===== config.mk =====
export PLATFORM = sky130hd
export DESIGN_NAME = wav_header_parse_and_pcm_extract_core
export DESIGN_NICKNAME = d
export VERILOG_FILES = /design/src/sv/wavp_pkg.sv /design/src/sv/wav_header_parse_and_pcm_extract_core.sv
export SDC_FILE = /design/constraint.sdc
export NUM_CORES = 1
export LEC_CHECK = 0
export BUFFER_PORTS_ARGS = -buffer_cell sky130_fd_sc_hd__buf_2
export CAP_MARGIN = 0
export CORE_UTILIZATION = 30
export DETAILED_ROUTE_END_ITERATION = 7
export REMOVE_ABC_BUFFERS = 1
export SETUP_SLACK_MARGIN = 0.02
export SLEW_MARGIN = 40
export SYNTH_ARGS = -nofsm -noshare
export SYNTH_HDL_FRONTEND = slang
export SYNTH_SLANG_ARGS = --single-unit
export TNS_END_PERCENT = 100

===== constraint.sdc =====
create_clock -name clk -period 8.09 [get_ports clk]
set_input_delay 0.4045 -clock clk [delete_from_list [all_inputs] [get_ports clk]]
set_output_delay 0.4045 -clock clk [all_outputs]
set_load 0.05 [all_outputs]

===== src/sv/wavp_pkg.sv =====
// package with tags, limits, result kinds and parse phases for the wav header parser
`timescale 1ns / 1ps

package wavp_pkg;

	localparam logic [31:0] TAG_WAVE = 32'h45564157;
	localparam logic [31:0] TAG_FMT  = 32'h20746d66;
	localparam logic [31:0] TAG_DATA = 32'h61746164;
	localparam logic [31:0] TAG_LIST = 32'h5453494c;
	localparam logic [31:0] TAG_FACT = 32'h74636166;

	localparam logic [31:0] FMT_MIN_LEN  = 32'd16;
	localparam logic [31:0] FMT_MAX_LEN  = 32'd100;
	localparam logic [31:0] DATA_MIN_LEN = 32'd256;

	localparam logic [31:0] HDR_TAG_START = 32'd8;
	localparam logic [31:0] HDR_LEN       = 32'd12;
	localparam logic [31:0] CHDR_TAG_LEN  = 32'd4;
	localparam logic [31:0] CHDR_LEN      = 32'd8;

	localparam logic [31:0] FMT_POS_CODING = 32'd0;
	localparam logic [31:0] FMT_POS_CHAN   = 32'd2;
	localparam logic [31:0] FMT_POS_RATE0  = 32'd4;
	localparam logic [31:0] FMT_POS_RATE3  = 32'd7;
	localparam logic [31:0] FMT_POS_BITS   = 32'd14;

	localparam int OUT_DATA_W = 96;

	typedef enum logic [1:0] {
		KIND_SAMPLE     = 2'd0,
		KIND_HEADER_OK  = 2'd1,
		KIND_BAD_FORMAT = 2'd2,
		KIND_SHORT_DATA = 2'd3
	} kind_t;

	typedef enum logic [5:0] {
		PH_HEADER = 6'b000001,
		PH_CHUNK  = 6'b000010,
		PH_FMT    = 6'b000100,
		PH_SKIP   = 6'b001000,
		PH_DATA   = 6'b010000,
		PH_DONE   = 6'b100000
	} phase_t;

endpackage


===== src/sv/wav_header_parse_and_pcm_extract_core.sv =====
// top level: byte-wise wav header parser and 8-bit pcm sample extractor
`timescale 1ns / 1ps
// usage
// input stream: one file byte per word on s_axis_tdata, s_axis_tuser marks the
// first byte of a new file and restarts parsing, s_axis_tlast marks the final byte.
// output stream: zero or one result word per input word; m_axis_tuser carries the
// result kind (sample, header accepted, invalid format, data chunk too short) and
// m_axis_tdata the samples, their valid flags, the kept format and the data size.
// a result is shown on the output in the cycle after its byte is taken.
// throughput: one byte per cycle while the output is not stalled, set by the single
// parse step between the state registers and the output register.
// a stalled receiver holds the output register; the input stays ready while that
// register is empty or is being taken in the same cycle, else it waits.
// reset clears the parse state to waiting for a file header and empties the
// output register; no clearing pass is needed.
module wav_header_parse_and_pcm_extract_core
	import wavp_pkg::*;
(
	input  logic                  clk,
	input  logic                  arst_n,
	input  logic                  s_axis_tvalid,
	output logic                  s_axis_tready,
	input  logic [7:0]            s_axis_tdata,  // file_byte
	input  logic                  s_axis_tuser,  // new_file
	input  logic                  s_axis_tlast,  // last_byte
	output logic                  m_axis_tvalid,
	input  logic                  m_axis_tready,
	// sample_main[7:0], sample_second[15:8], main_valid[16], second_valid[17],
	// channels[19:18], bits_per_sample[24:20], sample_rate[56:25],
	// data_size[88:57], zero fill[95:89]
	output logic [OUT_DATA_W-1:0] m_axis_tdata,
	output logic [1:0]            m_axis_tuser   // result_kind
);

	phase_t      phase_q, cur_phase, phase_n;
	logic [31:0] cnt_q, cur_cnt, cnt_n, cnt_inc;
	logic [31:0] tag_q, cur_tag, tag_n;
	logic [31:0] len_q, cur_len, len_n;
	logic [1:0]  ch_q, cur_ch, ch_n;
	logic [4:0]  bits_q, cur_bits, bits_n;
	logic [31:0] rate_q, cur_rate, rate_n;
	logic [1:0]  frame_q, cur_frame, frame_n;
	logic        bad_q, cur_bad, bad_n;

	logic        res_valid;
	kind_t       res_kind;
	logic [7:0]  res_main, res_second;
	logic        res_mv, res_sv;
	logic [31:0] res_dsize;

	logic        in_acc;
	logic        out_valid_q;
	kind_t       out_kind_q;
	logic [OUT_DATA_W-1:0] out_data_q;
	logic [7:0]  b;

	assign b = s_axis_tdata;
	assign s_axis_tready = !out_valid_q || m_axis_tready;
	assign in_acc = s_axis_tvalid && s_axis_tready;

	always_comb begin
		// restart on new file
		cur_phase = s_axis_tuser ? PH_HEADER : phase_q;
		cur_cnt   = s_axis_tuser ? 32'd0 : cnt_q;
		cur_tag   = s_axis_tuser ? 32'd0 : tag_q;
		cur_len   = s_axis_tuser ? 32'd0 : len_q;
		cur_ch    = s_axis_tuser ? 2'd0 : ch_q;
		cur_bits  = s_axis_tuser ? 5'd0 : bits_q;
		cur_rate  = s_axis_tuser ? 32'd0 : rate_q;
		cur_frame = s_axis_tuser ? 2'd0 : frame_q;
		cur_bad   = s_axis_tuser ? 1'b0 : bad_q;

		phase_n = cur_phase;
		cnt_n   = cur_cnt;
		tag_n   = cur_tag;
		len_n   = cur_len;
		ch_n    = cur_ch;
		bits_n  = cur_bits;
		rate_n  = cur_rate;
		frame_n = cur_frame;
		bad_n   = cur_bad;
		cnt_inc = cur_cnt + 32'd1;

		res_valid  = 1'b0;
		res_kind   = KIND_SAMPLE;
		res_main   = 8'd0;
		res_second = 8'd0;
		res_mv     = 1'b0;
		res_sv     = 1'b0;
		res_dsize  = 32'd0;

		case (cur_phase)
			PH_HEADER: begin
				if (cur_cnt >= HDR_TAG_START) begin
					tag_n = {b, cur_tag[31:8]};
				end
				cnt_n = cnt_inc;
				if (cnt_inc == HDR_LEN) begin
					if (tag_n != TAG_WAVE) begin
						res_valid = 1'b1;
						res_kind  = KIND_BAD_FORMAT;
						phase_n   = PH_DONE;
					end else begin
						phase_n = PH_CHUNK;
						cnt_n   = 32'd0;
						tag_n   = 32'd0;
						len_n   = 32'd0;
					end
				end
			end
			PH_CHUNK: begin
				if (cur_cnt < CHDR_TAG_LEN) begin
					tag_n = {b, cur_tag[31:8]};
				end else begin
					len_n = {b, cur_len[31:8]};
				end
				cnt_n = cnt_inc;
				if (cnt_inc == CHDR_LEN) begin
					cnt_n = 32'd0;
					if (tag_n == TAG_FMT) begin
						if (len_n > FMT_MAX_LEN || len_n < FMT_MIN_LEN) begin
							res_valid = 1'b1;
							res_kind  = KIND_BAD_FORMAT;
							phase_n   = PH_DONE;
						end else begin
							bad_n   = 1'b0;
							phase_n = PH_FMT;
						end
					end else if (tag_n == TAG_DATA) begin
						res_valid = 1'b1;
						res_dsize = len_n;
						if (len_n < DATA_MIN_LEN) begin
							res_kind = KIND_SHORT_DATA;
							phase_n  = PH_DONE;
						end else begin
							res_kind = KIND_HEADER_OK;
							frame_n  = 2'd0;
							phase_n  = PH_DATA;
						end
					end else if (tag_n == TAG_LIST || tag_n == TAG_FACT) begin
						if (len_n == 32'd0) begin
							phase_n = PH_CHUNK;
							tag_n   = 32'd0;
							len_n   = 32'd0;
						end else begin
							phase_n = PH_SKIP;
						end
					end else begin
						res_valid = 1'b1;
						res_kind  = KIND_BAD_FORMAT;
						phase_n   = PH_DONE;
					end
				end
			end
			PH_FMT: begin
				if (cur_cnt == FMT_POS_CODING) begin
					if (b != 8'd1) begin
						bad_n = 1'b1;
					end
				end else if (cur_cnt == FMT_POS_CHAN) begin
					if (b == 8'd1 || b == 8'd2) begin
						ch_n = b[1:0];
					end else begin
						bad_n = 1'b1;
					end
				end else if (cur_cnt >= FMT_POS_RATE0 && cur_cnt <= FMT_POS_RATE3) begin
					rate_n = {b, cur_rate[31:8]};
				end else if (cur_cnt == FMT_POS_BITS) begin
					if (b == 8'd8 || b == 8'd16) begin
						bits_n = b[4:0];
					end else begin
						bad_n = 1'b1;
					end
				end
				cnt_n = cnt_inc;
				if (cnt_inc >= cur_len) begin
					if (bad_n) begin
						res_valid = 1'b1;
						res_kind  = KIND_BAD_FORMAT;
						phase_n   = PH_DONE;
					end else begin
						phase_n = PH_CHUNK;
						cnt_n   = 32'd0;
						tag_n   = 32'd0;
						len_n   = 32'd0;
					end
				end
			end
			PH_SKIP: begin
				cnt_n = cnt_inc;
				if (cnt_inc == cur_len) begin
					phase_n = PH_CHUNK;
					cnt_n   = 32'd0;
					tag_n   = 32'd0;
					len_n   = 32'd0;
				end
			end
			PH_DATA: begin
				if (cur_bits == 5'd16 && (cur_ch == 2'd1 || cur_ch == 2'd2)) begin
					if (cur_frame == 2'd1) begin
						res_valid = 1'b1;
						res_main  = b[7] ? 8'd0 : b;
						res_mv    = 1'b1;
					end
					frame_n = cur_frame + 2'd1;
					if (cur_ch == 2'd1) begin
						frame_n[1] = 1'b0;
					end
				end else if (cur_bits == 5'd8 && cur_ch == 2'd2) begin
					res_valid = 1'b1;
					if (cur_frame == 2'd0) begin
						res_main = b;
						res_mv   = 1'b1;
					end else begin
						res_second = b;
						res_sv     = 1'b1;
					end
					frame_n = {1'b0, ~cur_frame[0]};
				end else if (cur_bits == 5'd8 && cur_ch == 2'd1) begin
					res_valid  = 1'b1;
					res_main   = b;
					res_second = b;
					res_mv     = 1'b1;
					res_sv     = 1'b1;
				end
			end
			PH_DONE: begin
			end
			default: begin
			end
		endcase

		// short file
		if (s_axis_tlast) begin
			if (!res_valid && (phase_n == PH_HEADER || phase_n == PH_CHUNK ||
			                   phase_n == PH_FMT || phase_n == PH_SKIP)) begin
				res_valid = 1'b1;
				res_kind  = KIND_BAD_FORMAT;
			end
			phase_n = PH_DONE;
		end
	end

	always_ff @(posedge clk or negedge arst_n) begin
		if (!arst_n) begin
			phase_q <= PH_HEADER;
			cnt_q   <= 32'd0;
			tag_q   <= 32'd0;
			len_q   <= 32'd0;
			ch_q    <= 2'd0;
			bits_q  <= 5'd0;
			rate_q  <= 32'd0;
			frame_q <= 2'd0;
			bad_q   <= 1'b0;
		end else if (in_acc) begin
			phase_q <= phase_n;
			cnt_q   <= cnt_n;
			tag_q   <= tag_n;
			len_q   <= len_n;
			ch_q    <= ch_n;
			bits_q  <= bits_n;
			rate_q  <= rate_n;
			frame_q <= frame_n;
			bad_q   <= bad_n;
		end
	end

	// output register
	always_ff @(posedge clk or negedge arst_n) begin
		if (!arst_n) begin
			out_valid_q <= 1'b0;
		end else if (in_acc) begin
			out_valid_q <= res_valid;
		end else if (m_axis_tready) begin
			out_valid_q <= 1'b0;
		end
	end

	always_ff @(posedge clk) begin
		if (in_acc && res_valid) begin
			out_kind_q <= res_kind;
			out_data_q <= {7'd0, res_dsize, rate_n, bits_n, ch_n, res_sv, res_mv,
			               res_second, res_main};
		end
	end

	assign m_axis_tvalid = out_valid_q;
	assign m_axis_tdata  = out_data_q;
	assign m_axis_tuser  = out_kind_q;

`ifndef SYNTHESIS
	a_done_silent: assert property (@(posedge clk) disable iff (!arst_n)
		(phase_q == PH_DONE && in_acc && !s_axis_tuser) |-> !res_valid)
		else $error("result produced after end of file");

	a_last_ends: assert property (@(posedge clk) disable iff (!arst_n)
		(in_acc && s_axis_tlast) |=> (phase_q == PH_DONE))
		else $error("final byte did not end parsing");

	a_sample_flag: assert property (@(posedge clk) disable iff (!arst_n)
		(res_valid && res_kind == KIND_SAMPLE) |-> (res_mv || res_sv))
		else $error("sample result without a valid output");

	a_result_shown: assert property (@(posedge clk) disable iff (!arst_n)
		(in_acc && res_valid) |=> m_axis_tvalid)
		else $error("result not loaded into output register");

	a_no_ready_when_full: assert property (@(posedge clk) disable iff (!arst_n)
		(out_valid_q && !m_axis_tready) |-> !s_axis_tready)
		else $error("input taken while output register is stalled");
`endif

endmodule

Word level (Yosys, flattened, before mapping)
Cells that the tools add are included.
- input port bits: 14
- register bits: 236
- output and inout bits: 100
- logic and storage cells: 219
- bitwise operators: 5
- $add $sub $neg: 2
- magnitude comparators: 8
- reduce and logical (&&, ||, !) cells: 24
- equal/unequal tests: 29
- multiplexer cells: 136
- operators with widths (cell ; count):
    $mux 32 ; 40
    $pmux 32 s4 ; 3
    $eq 32x31->1 const B ; 3
    $eq 32x4->1 const B ; 3
    $mux 6 ; 13
    $logic_not 32->1 ; 2
    $mux 2 ; 24
    $mux 8 ; 6
    $mux 1 ; 35
    $mux 5 ; 7
    $add 32x1->32 const B ; 1
    $eq 32x2->1 const B ; 1
    $eq 32x30->1 const B ; 1
    $eq 32x32->1 ; 1
    $ge 32x3->1 const B ; 1
    $ge 32x32->1 ; 1
    $ge 32x4->1 const B ; 1
    $gt 32x7->1 const B ; 1
    $le 32x3->1 const B ; 1
    $lt 32x3->1 const B ; 1
    $lt 32x5->1 const B ; 1
    $lt 32x9->1 const B ; 1
    $ne 32x31->1 const B ; 1
    $pmux 6 s4 ; 1
    29 further kinds ; 54

Logic depth before layout (Yosys ltp)
Gate-level depths: netlist (run 1).
- word-level depth: 19
- mapped depth: 31
- gate-level depth less buffers: 24

Least setup slack after synthesis (run 1)
No wires, ideal clock.
- path type: input to register
- from: input port s_axis_tuser
- to: register out_data_q[0], in the netlist m_axis_tdata[0], enable pin
- path buffers: 8
- data required time: 7549 ps
- arrival time: 9371 ps
- setup time: 541 ps
- setup slack: -1822 ps
- cell stages on the path: 30
- path through: clkbuf_1 -> buf_2 -> buf_2 -> buf_2 -> buf_2 -> buf_2 -> buf_1 -> clkbuf_1 -> nor2b_1 -> ha_1 -> nand4b_1 -> nor2_1 -> and4_1 -> nand3_1 -> nor2_1 -> xnor2_1 -> nor2_1 -> ha_1 -> and4_1 -> nand3_1 -> nor3_1 -> nand4_1 -> and2_1 -> nor2_1 -> nor2b_1 -> a31oi_1 -> nand2_1 -> nor3_1 -> a211oi_1 -> nor2_1
- word-level cells in the longest chain between the ends: 19
- elaborated cells between the ends (all ways): 99
- those cells by class: add/sub (1); order compare (8); eq/ne (24); mux (51); reduce/logical (15)
- RTL lines (item ; line ; RTL):
    start: declaration ; wav_header_parse_and_pcm_extract_core.sv:24 ; input logic s_axis_tuser,
    branches (longest 17 deep; another with $lt 32x3->1) ; -- ;
    $mux 1 * ; wav_header_parse_and_pcm_extract_core.sv:234 ; if (s_axis_tlast) begin
    $logic_and 1x1->1 * ; wav_header_parse_and_pcm_extract_core.sv:280 ; if (in_acc && res_valid) begin
    end signal: assignment ; wav_header_parse_and_pcm_extract_core.sv:282 ; out_data_q <= {7'd0, res_dsize, rate_n, bits_n, ch_n, res_sv, res_mv,
    end: declaration ; wav_header_parse_and_pcm_extract_core.sv:54 ; logic [OUT_DATA_W-1:0] out_data_q;
Every way passes the cells marked *. The select of a mux whose other input is x is not followed.
A chain may end at the register's enable or synchronous reset.

Worst setup path after layout (run 1)
- from: register cnt_q[0]
- to: register out_data_q[69], in the netlist m_axis_tdata[69], enable pin
- word-level cells in the longest chain between the ends: 19
- elaborated cells between the ends (all ways): 71
- those cells by class: add/sub (1); order compare (8); eq/ne (14); mux (37); reduce/logical (11)
- RTL lines (item ; line ; RTL):
    start: declaration ; wav_header_parse_and_pcm_extract_core.sv:36 ; logic [31:0] cnt_q, cur_cnt, cnt_n, cnt_inc;
    start signal: assignment ; wav_header_parse_and_pcm_extract_core.sv:257 ; cnt_q <= cnt_n;
    $mux 32 * ; wav_header_parse_and_pcm_extract_core.sv:64 ; cur_cnt = s_axis_tuser ? 32'd0 : cnt_q;
    branches (longest 16 deep; another with $lt 32x3->1) ; -- ;
    $mux 1 * ; wav_header_parse_and_pcm_extract_core.sv:234 ;
    $logic_and 1x1->1 * ; wav_header_parse_and_pcm_extract_core.sv:280 ;
Marked as above.

==> reports/metrics.yaml, run 1 <==
clock_tree:
  cts_sinks: 236
  clock_latency_ps: 580
  numCtsBuffers: 28
  clock_path_buffers: 3
  cts_max_level: 1
  tritoncts: "done"
  path_clk_slew_ps: 60
  cts-root-buf: "clkbuf_16"
  post_cts_buffers: 0
sta:
  finClkSkew_ps: 21.4
  rsz0062_at_grt: "false"
  slew_headroom_pct: 46.6
  fin_setup_tns_ps: 0
  fin_crit_ps: 6180
  worst_pin_slew_ps: 802
  fmaxAchievable_mhz: 162
  finalHoldViolCount: 0
  setup_viol: 0
  slew_viol_final: 0
  fin_crit_sh_pct: 76.4
  setup_ws_ps: 1910
floorplanning:
  die_area_sq_um: 46900
  core_area_sq_um: 45400
  die_w_um: 217
  initial_core_util_pct: 30.4
  placementRows: 78
  pin_count: 114
  die_h_um: 217
global_route:
  grt_max_degree: 92
  antenna_found_initial: 3
  grt_pass1_wl_mm: 68.4
  grt-ovfl-total: 0
  groute.usage.overall_pct: 18.5
  first_global_vias: 11500
final_layout:
  multi_input_area_sq_um: 6950
  finalNonFillerCells: 2168
  fin_nets: 1599
  layout_common_cells: "270 x nand2_1, 144 x dfrtp_1, 114 x nor2_1"
  layout-drive-gt1-share_pct: 13.8
  area_growth_pct: 15.1
  design_area_sq_um: 15900
  seq_area_sq_um: 6360
  layout_commonest_cell: "nand2_1"
  n_fill_cell: 4598
  final_core_util_pct: 35.0
synthesis:
  ys.flop_type: "dfrtp_1"
  synth_compound_area_share_pct: 16.6
  synth-simple-area-share_pct: 25.3
  async_reset_ff_share_pct: 61.4
  ys_seq_area_share_pct: 46.1
  yosys.area_share.adder_pct: 3.63
  synth_edf_count: 91
  ys_ff_latch: 236
  synth_xor_area_share_pct: 1.90
  synthMuxAreaShare_pct: 2.15
  synthCells: 1496
  synth_top_family_by_area: "simple AND/OR/NAND/NOR gates"
  synth_cell_type_count: 91
  yosysWarningCount: 0
  syn_area_per_cell_sq_um: 9.23
  syn-cell-area_sq_um: 13800
hold_path:
  hold_depth: 2
  hp-class: "in -> reg"
  min-delay-start: "s_axis_tlast"
  hold-path-endpoint: "phase_q[1]"
critical_path:
  r2r-start: "cnt_q[0]"
  endpoint_kind: "flip-flop"
  critPathMaxFanout: 91
  crit_type: "reg -> reg"
  cp_data_required_time_ps: 8300
  rrSetupSlack_ps: 1910
  start_kind: "flip-flop"
  reg2reg_depth: 23
  critPathArrivalTime_ps: 6390
  r2r-end: "m_axis_tdata[69]"
power:
  swShare_pct: 27.0
  p_per_area_nw_per_um2: 188
  p_int_mw: 2.18
  combPwrFrac_pct: 11.2
  pwr-share-seq_pct: 43.1
  p_leak_nw: 6.20
  switchingPower_mw: 0.807
  p_clk_share_pct: 45.7
  vdd_drop_max_mv: 0.145
placed_design:
  io_buffers: 106
  dp_cells: 2113
  detailed_place_hpwl_mm: 30.5
  gp_congestion: 0.914
  place_ws_ps: 1710
  place_area_sq_um: 14800
run:
  max_cap_violations: 0
routing:
  routed_wl_mm: 44.2
  drtIter0Drc: 1354
  dr.pass1.iters: 6
  wire_per_inst_um: 20.4
  num_vias: 12200
  postRouteAntennaNets: 0
  drc: 0
  drt-vias-per-instance: 5.63
status:
  status: "completed"
-- flip-flops by register name, indices dropped and copies added, names as in the netlist, 5 cells and up --
name and count:
m_axis_tdata 89, tag_q 32, phase_q 6, len_q 32
bits_q 5, cnt_q 32, rate_q 32
-- per-layer routing --
layer	wire, um	global-route usage (%)	vias to the layer above
met2	19900	29.1	537
met5	27	0	-
met4	1080	5.02	4
li1	-	-	5575
met1	19500	25.8	6010
met3	3650	3.42	77
-- critical path, stage by stage, from the launching register on --
cell and delay, ps:
dfrtp_1 410, nor2b_1 290, ha_1 320, nand4b_1 290, nor2_1 310, and4_1 330
nand3_1 200, nor2_1 170, xnor2_1 130, nor2_1 70, ha_1 310, and4_1 220
nand3_1 120, nor3_1 360, nand4_1 170, and2_1 210, nor2_1 220, nor2b_1 80
a31oi_1 350, nand2_1 100, nor3_1 390, a211oi_1 140, nor2_4 160, buf_12 400
-- cell type report --
class	count	area share, %
inverter	23	0.559
clock buffer	36	4.91
antenna	1	0.0157
tap	600	4.72
clock inverter	16	1.46
sequential	236	40.0
multi-input combinational	1130	43.7
timing repair buffer	126	4.60
-- repair_timing --
item | CTS | global route
hold buffers | 1 | 0
endpoints found under the hold margin | 73 | 0
gates resized for setup | 0 | 0
-- cells in the mapped netlist, drive strengths merged (13+ instances only) --
| library cell | number | area, sq um |
|---|---|---|
| o21ai | 68 | 340 |
| clkbuf | 72 | 270 |
| nand2 | 273 | 1030 |
| a22o | 78 | 683 |
| dfrtp | 144 | 3600 |
| nor2 | 115 | 432 |
| and2 | 22 | 138 |
| mux2 | 13 | 146 |
| xor2 | 13 | 114 |
| nand4 | 33 | 213 |
| nor3 | 42 | 215 |
| xnor2 | 17 | 149 |
| nor4 | 31 | 234 |
| nor2b | 27 | 169 |
| ha | 40 | 500 |
| and3 | 21 | 131 |
| inv | 23 | 88.8 |
| mux2i | 15 | 150 |
| nand4b | 13 | 114 |
| edfxtp | 91 | 2730 |
| buf | 41 | 224 |
| nand3 | 33 | 170 |
| o31ai | 13 | 116 |
| a21oi | 89 | 449 |
-- power groups by stage --
stage,Sequential (mW),Combinational (mW),Clock [mW]
3_3_place_gp,1.31,0.328,0
4_1_cts,1.29,0.332,1.39
5_1_grt,1.29,0.356,1.43
6_report,1.29,0.335,1.37
2_1_floorplan,1.38,0.126,0
3_5_place_dp,1.31,0.331,0
-- metrics by stage --
step                      total power, mW  hold WS [ps]
after floorplan                      1.50           109
after global placement               1.64           451
after detailed placement             1.64           458
after CTS                            3.01           126
after global routing                 3.08           148
final                                2.99           158
-- logic make-up after synthesis --
| family | count (synthesis) |
|---|---|
| multiplexers | 28 |
| AO/OA/AOI/OAI | 334 |
| buffers and inverters | 136 |
| adder cells (fa/ha/maj) | 40 |
| flip-flops | 236 |
| AND/OR/NAND/NOR | 691 |
| other | 1 |
| XOR/XNOR | 30 |
-- how the worst max path moves through the flow --
stage / from / end / slack, ps / cells past startpoint
global route: cnt_q[4] / m_axis_tdata[75] / 1380 / 18
detailed placement: s_axis_tuser / m_axis_tdata[69] / 1710 / 26
CTS: cnt_q[0] / m_axis_tdata[69] / 2000 / 23
floorplan: s_axis_tuser / m_axis_tdata[0] / -1550 / 23
finish: cnt_q[0] / m_axis_tdata[69] / 1910 / 23
global placement: s_axis_tuser / m_axis_tdata[65] / 1910 / 26
Note: power is estimated with default switching activity, not from simulation.
==> inputs of run 2 (changes only) <==
- clock period: 8.09 -> 5.45 ns (I/O delays scaled with it)
==> run 2 against run 1 <==
  * Sequential power grew 48%
  * Routed wire length rose by 4.0%
  * Power is 45% higher
  * Sequential share of layout area decreased by 0.86 points
  * Register-to-register slack got worse by 1600 ps
  * Largest cell class unchanged
  * Worst setup slack got worse by 1600 ps
  * Count of clock-buffer cells in the layout down 3
  * Critical path depth is the same
  * Clock skew increased by 4.3 ps
==> reports/metrics.yaml, run 2 (synthesis gave the netlist of run 1 again) <==
clock_tree:
  path_clk_slew_ps: 60  # about the same
  numCtsBuffers: 28  # unchanged
  cts_sinks: 236  # unchanged
  cts_max_level: 1  # unchanged
  clock_path_buffers: 3  # unchanged
  cts-root-buf: "clkbuf_16"  # unchanged
  tritoncts: "done"  # unchanged
  clock_latency_ps: 570  # was 580 ps
critical_path:
  endpoint_kind: "flip-flop"  # unchanged
  crit_type: "reg -> reg"  # unchanged
  critPathArrivalTime_ps: 5380  # was 6390 ps
  r2r-start: "cnt_q[0]"  # unchanged
  startpoint: "cnt_q[0]"  # unchanged
  start_kind: "flip-flop"  # unchanged
  cp_data_required_time_ps: 5730  # was 8300 ps
  critPathMaxFanout: 22  # was 91
floorplanning:
  die_h_um: 217  # unchanged
  initial_core_util_pct: 30.4  # unchanged
  pin_count: 114  # unchanged
  placementRows: 78  # unchanged
  die_area_sq_um: 46900  # unchanged
  core_area_sq_um: 45400  # unchanged
  die_w_um: 217  # unchanged
routing:
  dr.pass1.iters: 5  # was 6
  wire_per_inst_um: 20.7  # was 20.4 um
  drt-vias-per-instance: 5.60  # was 5.63
  drtIter0Drc: 1402  # was 1354
  drc: 0  # unchanged
  postRouteAntennaNets: 0  # unchanged
  routed_wl_mm: 45.9  # was 44.2 mm
  num_vias: 12400  # was 12200
final_layout:
  final_core_util_pct: 35.8  # was 35.0%
  fin_nets: 1649  # was 1599
  layout_commonest_cell: "nand2_1"  # unchanged
  layout_common_cells: "271 x nand2_1, 144 x dfrtp_1, 114 x nor2_1"  # was 270 x nand2_1, 144 x dfrtp_1, 114 x nor2_1
  area_growth_pct: 17.7  # was 15.1%
  finalNonFillerCells: 2217  # was 2168
  n_fill_cell: 4626  # was 4598
  largest_reg_flops: 89  # unchanged
  layout-drive-gt1-share_pct: 16.5  # was 13.8%
  antennaDiodeCount: 0  # was 1
global_route:
  antenna_found_initial: 1  # was 3
  grt_max_degree: 104  # was 92
  groute.usage.overall_pct: 19.1  # was 18.5%
  grt-ovfl-total: 0  # unchanged
  first_global_vias: 11600  # was 11500
  grt_pass1_wl_mm: 70.9  # was 68.4 mm
sta:
  slew_viol_final: 0  # unchanged
  fin_crit_ps: 5110  # was 6180 ps
  worst_pin_slew_ps: 820  # was 802 ps
  fmaxAchievable_mhz: 196  # was 162 MHz
  rsz0062_at_grt: "false"  # unchanged
  finalHoldViolCount: 0  # unchanged
  setup_viol: 0  # unchanged
  finClkSkew_ps: 25.7  # was 21.4 ps
  hold_slack_ps: 36.9  # was 158 ps
  fin_crit_sh_pct: 93.7  # was 76.4%
  slew_headroom_pct: 44.9  # was 46.6%
hold_path:
  min-delay-start: "s_axis_tlast"  # unchanged
  hp-class: "in -> reg"  # unchanged
run:
  max_cap_violations: 0  # unchanged
placed_design:
  gp_congestion: 0.925  # was 0.914
  dp_cells: 2158  # was 2113
  io_buffers: 106  # unchanged
  detailed_place_hpwl_mm: 32.1  # was 30.5 mm
power:
  p_per_area_nw_per_um2: 267  # was 188 nW/um^2
  p_leak_nw: 6.42  # was 6.20 nW
  vdd_drop_max_mv: 0.194  # was 0.145 mV
status:
  status: "completed"  # unchanged
run 2: changes by cell type in the layout (fill, tap and decap cells not counted), sizes merged:
cell / delta
diode: -1
buf: +48
clkinv: +1
inv: +2
bufinv: -2
clkinvlp: +2
clkbuf: -1
run 2: area by class of cell:
type                            instances  area, sq um  area share (%)
Timing Repair Buffer                  176         1170            7.19
Clock inverter                         19          214            1.32
Sequential cell                       236         6360            39.2
Tap cell                              600          751            4.62
Inverter                               23         88.8           0.547
Multi-Input combinational cell       1130         6940            42.7
Clock buffer                           33          719            4.43
run 2: metrics by stage:
step	worst slack [ps]	cell area, sq um	TNS [ps]	total power, mW
after detailed placement	18.9	15200	0	2.45
after CTS	69.6	16100	0	4.35
after global routing	3.12	16200	0	4.47
final	344	16200	0	4.33
after global placement	192	15100	0	2.45
after floorplan	-4060	13300	-370360	2.23
run 2: path summary, 6_finish.rpt:
kind                                    endpoint  slack (ps)  cells after the start
worst max register to register  m_axis_tdata[39]         340                     23
max in group asynchronous             phase_q[1]        3950                      4
worst min-delay path                  phase_q[2]          40                      2
min in group asynchronous             rate_q[27]         180                      2
worst max-delay path            m_axis_tdata[39]         340                     23
worst min register to register         rate_q[2]         480                      2
run 2: per-layer routing:
layer | up-vias | track usage [%] | routed length [um]
li1 | 5671 | - | -
met1 | 6150 | 28.5 | 21200
met2 | 520 | 29.3 | 20700
met3 | 62 | 2.13 | 3070
met4 | 2 | 4.58 | 983
met5 | - | 0 | 9
run 2: worst max-delay path, cell delays in order (launching register included):
cell	delay (ps)
dfrtp_1	390
nor2b_1	190
ha_1	200
nand4b_1	230
nor2_1	230
and4_1	270
nand3_1	130
or3_1	360
a21oi_1	210
ha_1	160
and4_1	190
nand3_1	140
nor3_2	250
nand4_1	160
and2_1	210
nor2_1	140
nor2b_1	80
a31oi_2	250
nand2_1	90
nor3_1	330
a211oi_2	100
nor2_4	140
buf_12	150
clkbuf_16	200
run 2: where the power goes:
group | leakage, nW | internal, mW | switching, mW
registers | 2.75 | 1.88 | 0.0249
logic | 3.22 | 0.129 | 0.399
clock network | 0.447 | 1.10 | 0.798
run 2: what timing repair did:
item,4_1_cts,5_1_grt
hold endpoints to repair,102,0
endpoints found under the setup margin,0,98
resized for setup,0,4
hold buffers,1,0
buffers inserted,0,3
